**src/rtl/mbri_pkg.sv**
```systemverilog
// Shared constants and types for the discrete-input response parser.
package mbri_pkg;

    localparam int BYTE_W     = 8;
    localparam int REG_NUM_W  = 16;
    localparam int COUNT_W    = 11;
    localparam int NBITS_W    = 4;
    localparam int STATUS_W   = 2;
    localparam int CRC_W      = 16;
    localparam int CFG_IDX_W  = 2;
    localparam int CFG_DATA_W = 16;

    localparam logic [CRC_W-1:0]  CRC_POLY = 16'hA001;
    localparam logic [CRC_W-1:0]  CRC_INIT = 16'hFFFF;

    localparam logic [BYTE_W-1:0] MAX_DATA_BYTES   = 8'd250;
    localparam logic [BYTE_W-1:0] FUNC_READ_INPUTS = 8'd2;

    // configuration register indexes
    localparam logic [CFG_IDX_W-1:0] CFG_EXPECTED_ADDRESS = 2'd0;
    localparam logic [CFG_IDX_W-1:0] CFG_FIRST_INPUT      = 2'd1;
    localparam logic [CFG_IDX_W-1:0] CFG_INPUT_COUNT      = 2'd2;

    // result kinds
    localparam logic KIND_DATA   = 1'b0;
    localparam logic KIND_STATUS = 1'b1;

    // frame status codes
    localparam logic [STATUS_W-1:0] STATUS_OK       = 2'd0;
    localparam logic [STATUS_W-1:0] STATUS_CRC_ERR  = 2'd1;
    localparam logic [STATUS_W-1:0] STATUS_MISMATCH = 2'd2;

    typedef logic [CRC_W-1:0] crc_t;

endpackage

```
**src/rtl/mbri_crc_byte.sv**
```systemverilog
// Modbus CRC-16 update over one byte, LSB first.
module mbri_crc_byte
    import mbri_pkg::*;
(
    input  crc_t              crc_in,
    input  logic [BYTE_W-1:0] data_in,
    output crc_t              crc_out
);

    always_comb begin
        crc_t c;
        c = crc_in ^ {8'h00, data_in};
        for (int k = 0; k < 8; k++) begin
            if (c[0]) begin
                c = (c >> 1) ^ CRC_POLY;
            end else begin
                c = c >> 1;
            end
        end
        crc_out = c;
    end

endmodule

```
**src/rtl/modbus_read_inputs_response_parser_core.sv**
```systemverilog
// Modbus RTU read-discrete-inputs response parser, top level.
//
// Response frame bytes enter on the s_ channel, one transfer per byte; s_frame_start
// marks the address byte of a new frame. Each data byte that still carries requested
// inputs produces one data result on the m_ channel (up to 8 bits plus the number of
// the first input); the CRC high byte produces one status result (ok, CRC error,
// address or function mismatch). Data results precede the CRC check, so the
// consumer drops them when the status is bad. Other bytes produce no result.
// Throughput: one byte per cycle while s_ready is high; the frame state and the
// unrolled 8-bit CRC update are done in the cycle the byte is taken, and the result
// lands in a single output register. s_ready stays high while the output register
// is empty or being drained, so a stalled receiver holds at most one result and then
// backs up the sender. Configuration writes (cfg_we, cfg_index, cfg_data) take
// effect at once; the user must make them while no frame is in flight; the block
// does not enforce it. Reset (aresetn low, synchronous) empties the output register,
// restores the register defaults and waits for an address byte.
module modbus_read_inputs_response_parser_core
    import mbri_pkg::*;
(
    input  logic                  aclk,
    input  logic                  aresetn,
    input  logic                  cfg_we,
    input  logic [CFG_IDX_W-1:0]  cfg_index,
    input  logic [CFG_DATA_W-1:0] cfg_data,
    input  logic                  s_valid,
    output logic                  s_ready,
    input  logic [BYTE_W-1:0]     s_rx_byte,
    input  logic                  s_frame_start,
    output logic                  m_valid,
    input  logic                  m_ready,
    output logic                  m_result_kind,
    output logic [REG_NUM_W-1:0]  m_first_register,
    output logic [BYTE_W-1:0]     m_bit_values,
    output logic [NBITS_W-1:0]    m_bit_count,
    output logic [STATUS_W-1:0]   m_frame_status,
    output logic [BYTE_W-1:0]     m_resp_address,
    output logic [BYTE_W-1:0]     m_resp_function
);

    localparam logic [2:0] PH_ADDR  = 3'd0;
    localparam logic [2:0] PH_FUNC  = 3'd1;
    localparam logic [2:0] PH_COUNT = 3'd2;
    localparam logic [2:0] PH_DATA  = 3'd3;
    localparam logic [2:0] PH_CRCLO = 3'd4;
    localparam logic [2:0] PH_CRCHI = 3'd5;
    localparam logic [2:0] PH_DONE  = 3'd6;

    // configuration
    logic [BYTE_W-1:0]    exp_addr_reg;
    logic [REG_NUM_W-1:0] first_input_reg;
    logic [COUNT_W-1:0]   input_count_reg;

    // frame state
    logic [2:0]           phase_reg, phase_next;
    logic [BYTE_W-1:0]    data_len_reg, data_len_next;
    crc_t                 crc_reg, crc_next;
    logic [BYTE_W-1:0]    rx_addr_reg, rx_addr_next;
    logic [BYTE_W-1:0]    rx_func_reg, rx_func_next;
    logic [COUNT_W-1:0]   bits_done_reg, bits_done_next;
    logic [BYTE_W-1:0]    crc_lo_reg, crc_lo_next;

    // output register
    logic                 out_valid_reg;
    logic                 kind_reg, kind_next;
    logic [REG_NUM_W-1:0] first_reg_reg, first_reg_next;
    logic [BYTE_W-1:0]    bit_values_reg, bit_values_next;
    logic [NBITS_W-1:0]   bit_count_reg, bit_count_next;
    logic [STATUS_W-1:0]  status_reg, status_next;
    logic [BYTE_W-1:0]    out_addr_reg, out_addr_next;
    logic [BYTE_W-1:0]    out_func_reg, out_func_next;
    logic                 emit;

    logic                 s_xfer;
    logic [2:0]           cur_phase;
    crc_t                 cur_crc;
    logic [COUNT_W-1:0]   cur_bits;
    crc_t                 crc_upd;
    logic [COUNT_W-1:0]   bits_left;
    logic [NBITS_W-1:0]   nbits;
    logic                 crc_ok;

    assign s_ready = !out_valid_reg || m_ready;
    assign s_xfer  = s_valid && s_ready;

    // frame start restarts the frame before this byte is parsed
    assign cur_phase = s_frame_start ? PH_ADDR : phase_reg;
    assign cur_crc   = s_frame_start ? CRC_INIT : crc_reg;
    assign cur_bits  = s_frame_start ? '0 : bits_done_reg;

    mbri_crc_byte u_crc (
        .crc_in  (cur_crc),
        .data_in (s_rx_byte),
        .crc_out (crc_upd)
    );

    assign bits_left = input_count_reg - cur_bits;
    assign nbits     = (bits_left > COUNT_W'(8)) ? NBITS_W'(8) : bits_left[NBITS_W-1:0];
    assign crc_ok    = (crc_lo_reg == cur_crc[7:0]) && (s_rx_byte == cur_crc[15:8]);

    always_comb begin
        phase_next      = cur_phase;
        data_len_next   = s_frame_start ? '0 : data_len_reg;
        crc_next        = cur_crc;
        rx_addr_next    = rx_addr_reg;
        rx_func_next    = rx_func_reg;
        bits_done_next  = cur_bits;
        crc_lo_next     = s_frame_start ? '0 : crc_lo_reg;
        emit            = 1'b0;
        kind_next       = KIND_DATA;
        first_reg_next  = '0;
        bit_values_next = '0;
        bit_count_next  = '0;
        status_next     = STATUS_OK;
        out_addr_next   = rx_addr_reg;
        out_func_next   = rx_func_reg;
        unique case (cur_phase)
            PH_ADDR: begin
                rx_addr_next = s_rx_byte;
                crc_next     = crc_upd;
                phase_next   = PH_FUNC;
            end
            PH_FUNC: begin
                rx_func_next = s_rx_byte;
                crc_next     = crc_upd;
                phase_next   = PH_COUNT;
            end
            PH_COUNT: begin
                crc_next      = crc_upd;
                data_len_next = (s_rx_byte > MAX_DATA_BYTES) ? MAX_DATA_BYTES : s_rx_byte;
                phase_next    = (s_rx_byte == '0) ? PH_CRCLO : PH_DATA;
            end
            PH_DATA: begin
                crc_next      = crc_upd;
                data_len_next = data_len_reg - 1'b1;
                if (data_len_reg == 8'd1) begin
                    phase_next = PH_CRCLO;
                end
                if (input_count_reg > cur_bits) begin
                    emit            = 1'b1;
                    first_reg_next  = first_input_reg + {{(REG_NUM_W-COUNT_W){1'b0}}, cur_bits};
                    bit_values_next = s_rx_byte & ~(8'hFF << nbits);
                    bit_count_next  = nbits;
                    bits_done_next  = cur_bits + {{(COUNT_W-NBITS_W){1'b0}}, nbits};
                end
            end
            PH_CRCLO: begin
                crc_lo_next = s_rx_byte;
                phase_next  = PH_CRCHI;
            end
            PH_CRCHI: begin
                emit       = 1'b1;
                kind_next  = KIND_STATUS;
                phase_next = PH_DONE;
                if (!crc_ok) begin
                    status_next = STATUS_CRC_ERR;
                end else if (rx_addr_reg != exp_addr_reg
                             || rx_func_reg != FUNC_READ_INPUTS) begin
                    status_next = STATUS_MISMATCH;
                end else begin
                    status_next = STATUS_OK;
                end
            end
            default: begin
                phase_next = PH_DONE;
            end
        endcase
    end

    always_ff @(posedge aclk) begin
        if (!aresetn) begin
            exp_addr_reg    <= 8'd1;
            first_input_reg <= '0;
            input_count_reg <= 11'd1;
        end else if (cfg_we) begin
            case (cfg_index)
                CFG_EXPECTED_ADDRESS: exp_addr_reg    <= cfg_data[BYTE_W-1:0];
                CFG_FIRST_INPUT:      first_input_reg <= cfg_data[REG_NUM_W-1:0];
                CFG_INPUT_COUNT:      input_count_reg <= cfg_data[COUNT_W-1:0];
                default: ;
            endcase
        end
    end

    always_ff @(posedge aclk) begin
        if (!aresetn) begin
            phase_reg     <= PH_ADDR;
            data_len_reg  <= '0;
            crc_reg       <= CRC_INIT;
            rx_addr_reg   <= '0;
            rx_func_reg   <= '0;
            bits_done_reg <= '0;
            crc_lo_reg    <= '0;
        end else if (s_xfer) begin
            phase_reg     <= phase_next;
            data_len_reg  <= data_len_next;
            crc_reg       <= crc_next;
            rx_addr_reg   <= rx_addr_next;
            rx_func_reg   <= rx_func_next;
            bits_done_reg <= bits_done_next;
            crc_lo_reg    <= crc_lo_next;
        end
    end

    always_ff @(posedge aclk) begin
        if (!aresetn) begin
            out_valid_reg <= 1'b0;
        end else if (s_xfer) begin
            out_valid_reg <= emit;
        end else if (m_ready) begin
            out_valid_reg <= 1'b0;
        end
    end

    always_ff @(posedge aclk) begin
        if (s_xfer && emit) begin
            kind_reg       <= kind_next;
            first_reg_reg  <= first_reg_next;
            bit_values_reg <= bit_values_next;
            bit_count_reg  <= bit_count_next;
            status_reg     <= status_next;
            out_addr_reg   <= out_addr_next;
            out_func_reg   <= out_func_next;
        end
    end

    assign m_valid          = out_valid_reg;
    assign m_result_kind    = kind_reg;
    assign m_first_register = first_reg_reg;
    assign m_bit_values     = bit_values_reg;
    assign m_bit_count      = bit_count_reg;
    assign m_frame_status   = status_reg;
    assign m_resp_address   = out_addr_reg;
    assign m_resp_function  = out_func_reg;

    a_status_no_bits: assert property (@(posedge aclk) disable iff (!aresetn)
        m_valid && m_result_kind == KIND_STATUS |-> m_bit_count == '0 && m_bit_values == '0)
        else $error("status result carries data bits");

    a_data_count: assert property (@(posedge aclk) disable iff (!aresetn)
        m_valid && m_result_kind == KIND_DATA
            |-> m_bit_count != '0 && m_bit_count <= NBITS_W'(8) && m_frame_status == STATUS_OK)
        else $error("data result has bad bit count or status");

    a_bits_masked: assert property (@(posedge aclk) disable iff (!aresetn)
        m_valid && m_result_kind == KIND_DATA && m_bit_count < NBITS_W'(8)
            |-> (m_bit_values >> m_bit_count) == '0)
        else $error("bits above bit count not cleared");

    a_data_len: assert property (@(posedge aclk) disable iff (!aresetn)
        phase_reg == PH_DATA |-> data_len_reg != '0 && data_len_reg <= MAX_DATA_BYTES)
        else $error("data phase with bad remaining length");

    a_status_code: assert property (@(posedge aclk) disable iff (!aresetn)
        m_valid |-> m_frame_status != 2'd3)
        else $error("undefined frame status");

endmodule

```
**config.mk**
```make
export PLATFORM = sky130hd
export DESIGN_NAME = modbus_read_inputs_response_parser_core
export DESIGN_NICKNAME = d
export VERILOG_FILES = /design/src/rtl/mbri_pkg.sv /design/src/rtl/mbri_crc_byte.sv /design/src/rtl/modbus_read_inputs_response_parser_core.sv
export SDC_FILE = /design/constraint.sdc
export NUM_CORES = 1
export LEC_CHECK = 0
export ABC_AREA = 1
export BUFFER_PORTS_ARGS = -buffer_cell sky130_fd_sc_hd__buf_2
export CORE_AREA = 2 2 128 130
export DETAILED_ROUTE_END_ITERATION = 12
export DIE_AREA = 0 0 130 132
export PLACE_DENSITY = 0.74
export SKIP_LAST_GASP = 1
export SYNTH_ARGS = -nofsm -noshare
export SYNTH_HDL_FRONTEND = slang
export SYNTH_SLANG_ARGS = --single-unit
```
**constraint.sdc**
```tcl
create_clock -name aclk -period 12.1 [get_ports aclk]
set_input_delay 1.21 -clock aclk [delete_from_list [all_inputs] [get_ports aclk]]
set_output_delay 1.21 -clock aclk [all_outputs]
set_load 0.005 [all_outputs]
```
==> results.cfg <==
[timing]
worst_slew_pin_slew_ns = 0.9952
setup_violations = 0
period_needed_ns = 5.288
period_share_pct = 43.71
finalHoldViolCount = 0
slew_viol_final = 0
setup_tns_ns = 0
grt_setup_unrepaired = no
fmax_ghz = 0.1891
fin_worst_skew_ns = 0.01404
max-slew-margin-rel_pct = 33.10

[die]
fp.coreArea_mm2 = 0.01571
die-area_mm2 = 0.01716
rows = 46
chipWidth_um = 130
ioPinCount = 81
die_y_um = 132
start_util_pct = 49.35

[worst_setup_path]
worst_setup_path_end_kind = register
worstRegToRegCells = 25
critPathKind = input pin to register
cp_slowest_cell = buf_2
crit_top_cell = inv_1
arrival_ns = 5.57
critPathLaunchType = input pin
required_ns = 12.38
crit_path_max_incr_delay_ns = 0.56
reg2reg_to = bits_done_reg[8]
r2r_setup_slack_ns = 7.88
reg2reg_from = bits_done_reg[1]
cp_max_fo = 28

[clock_network]
cts-htree-levels = 4
insertion_delay_ns = 0.42
root_buffer = clkbuf_16
cts_tree = done
clockBufferDepth = 2
postCtsSetupRepairBufs = 0
cts_made_buffers = 17
cts.sinks = 145
cts_hold_buf = 0
clkTransAtPathRegs_ns = 0.06
ctsResizeCount = 0

[route]
postRouteAntennaNets = 0
drc = 0
vias = 6777
wl_per_cell_um = 14.92
drt_iter0_drc = 582
vias_per_cell = 5.217
drtPass1Iterations = 6
wirelength_mm = 19.38

[place]
place_congestion = 0.9195
placement.io_buffers = 80
hpwl_mm = 13.97
post_dp_cell_area_mm2 = 0.008333

[yosys]
synthesis.area_mm2 = 0.007754
syn-num-nets = 1058
synth-seq-cells = 145
synth-edff-count = 47
synthArstFlopShare_pct = 0
synth_seq_area_share_pct = 43.50
syn_avg_cell_area_um2 = 7.793
synth_flop_cell = dfxtp_1
yosys_warnings = 0
syn_inst = 995
ys_types = 55

[global_route]
grt_pass1_wl_mm = 31.15
grt.overflow.total = 0
first_global_vias = 6126
grt_max_degree = 53
antenna_found_initial = 0
grt_util_all_layers_pct = 23.05

[layout]
fin_area_mm2 = 0.008997
final_nets = 1133
layout-drive-gt1-share_pct = 14.04
syn2layout_area_growth_pct = 16.04
fillerInstances = 1433
antenna_cells = 0

[run]
drv_cap = 0

[power_and_ir_drop]
cellPowerDensity_mw_per_mm2 = 140.8
p_leak_nw = 3.907
vdd_drop_max_v = 0.0001023

[worst_hold_path]
whs_endpoint = m_resp_function[7]
min_path_type = register to register
holdPathStages = 0
hp-start = out_func_next[7]

[status]
status = finished clean
[per-stage QoR]
stage / hold WS (ns) / cells / util (%) / power, mW / setup WS [ns]
6_report: 0.4355 / 1299 / 57.26 / 1.267 / 6.812
5_1_grt: 0.4411 / 1299 / 57.26 / 1.314 / 6.381
4_1_cts: 0.4365 / 1299 / 57.26 / 1.269 / 6.852
3_5_place_dp: 0.4228 / 1267 / 53.03 / 0.6849 / 6.443
3_3_place_gp: 0.4110 / 1267 / 53.03 / 0.6839 / 6.585
2_1_floorplan: 0.4082 / 995 / - / 0.6471 / 6.045
[cells by family (layout without fill, tap and decap cells)]
group,after synthesis,count (layout),synth area share (%)
buf+inv,151,239,7.649
fa+ha+maj,31,31,5.293
xor+xnor,44,44,5.454
flops,145,145,43.50
compound gates,218,218,15.43
simple gates,406,406,22.67
[synthesized netlist by cell type (all sizes together), types with 2 or more instances]
cell type | number | share of area (%)
a2111oi | 2 | 0.31
or2 | 3 | 0.24
nor4 | 8 | 0.73
nand2 | 199 | 9.8
o21a | 2 | 0.19
edfxtp | 47 | 18
o21bai | 3 | 0.34
nor3 | 16 | 1.0
buf | 7 | 0.65
clkinv | 3 | 0.15
o21ai | 79 | 5.1
o22ai | 5 | 0.40
fa | 3 | 0.77
nand3 | 28 | 1.9
dfxtp | 98 | 25
nor2 | 136 | 7.6
a21oi | 105 | 6.8
a211oi | 4 | 0.39
nand4 | 11 | 0.89
ha | 28 | 4.5
clkbuf | 20 | 0.97
inv | 121 | 5.9
nand3b | 3 | 0.29
xor2 | 31 | 4.0
o211ai | 5 | 0.48
xnor2 | 13 | 1.5
a21boi | 2 | 0.19
nor3b | 2 | 0.19
[per-layer routing]
metal	GRT usage, %	up-vias	wire length [µm]
met3	4.302	24	1076
met1	32.83	3101	9115
met4	6.870	0	382
li1	-	3435	-
met5	0	-	0
met2	35.63	217	8804
[cell usage in the layout, fill, tap and decap left out, types with 3 or more instances in the layout]
| cell type | netlist | final |
|---|---|---|
| a211oi_1 | 4 | 4 |
| nand3b_1 | 3 | 3 |
| inv_8 | 0 | 4 |
| ha_1 | 28 | 28 |
| xor2_1 | 26 | 26 |
| clkinv_1 | 3 | 3 |
| o21ai_1 | 4 | 4 |
| buf_2 | 4 | 80 |
| o211ai_1 | 5 | 5 |
| fa_1 | 3 | 3 |
| nand2_2 | 5 | 5 |
| inv_2 | 4 | 4 |
| nor2_1 | 123 | 123 |
| a21oi_1 | 104 | 103 |
| o22ai_1 | 5 | 5 |
| nor4_1 | 7 | 7 |
| o21ai_0 | 75 | 75 |
| nand2_1 | 194 | 194 |
| nor3_1 | 16 | 16 |
| bufinv_16 | 0 | 4 |
| inv_6 | 0 | 4 |
| nor2_4 | 7 | 7 |
| edfxtp_1 | 47 | 47 |
| buf_4 | 1 | 3 |
| nor2_2 | 5 | 5 |
| nand4_1 | 11 | 11 |
| clkbuf_16 | 0 | 18 |
| xnor2_1 | 13 | 13 |
| nand3_1 | 27 | 27 |
| dfxtp_1 | 98 | 98 |
| xor2_2 | 5 | 5 |
| inv_1 | 116 | 116 |
[worst max-delay path: cells and delay by family]
kind	cells	cell delay, ns
xor gates and xnor gates	1	0.16
buffers and inverters	7	1.34
and+or+nand+nor	12	1.17
adders and majority gates	3	1.13
AOI/OAI and AO/OA	4	0.53
[worst max-delay path by stage]
stage,startpoint,end,cells past startpoint
2_1_floorplan,s_frame_start,m_bit_count[0],18
3_3_place_gp,s_frame_start,bits_done_reg[8],27
3_5_place_dp,s_frame_start,bits_done_reg[8],27
4_1_cts,s_frame_start,bits_done_reg[8],27
5_1_grt,s_frame_start,bits_done_reg[8],27
6_report,s_frame_start,bits_done_reg[8],27
[cell type report]
type | instances | area, µm² | area share (%)
Multi-Input combinational cell | 699 | 3799 | 42.22
Sequential cell | 145 | 3373 | 37.49
Inverter | 124 | 467.9 | 5.201
Clock buffer | 18 | 450.4 | 5.006
Timing Repair Buffer | 83 | 422.9 | 4.700
Tap cell | 216 | 270.3 | 3.004
Clock inverter | 14 | 214.0 | 2.378
[where the power goes]
group | total (mW) | switching, mW | internal (mW) | leakage [nW]
logic | 0.147 | 0.0981 | 0.0489 | 2.34
clock network | 0.589 | 0.223 | 0.366 | 0.329
registers | 0.531 | 0.0126 | 0.518 | 1.24
No activity file was read; power rests on OpenSTA's default activity.
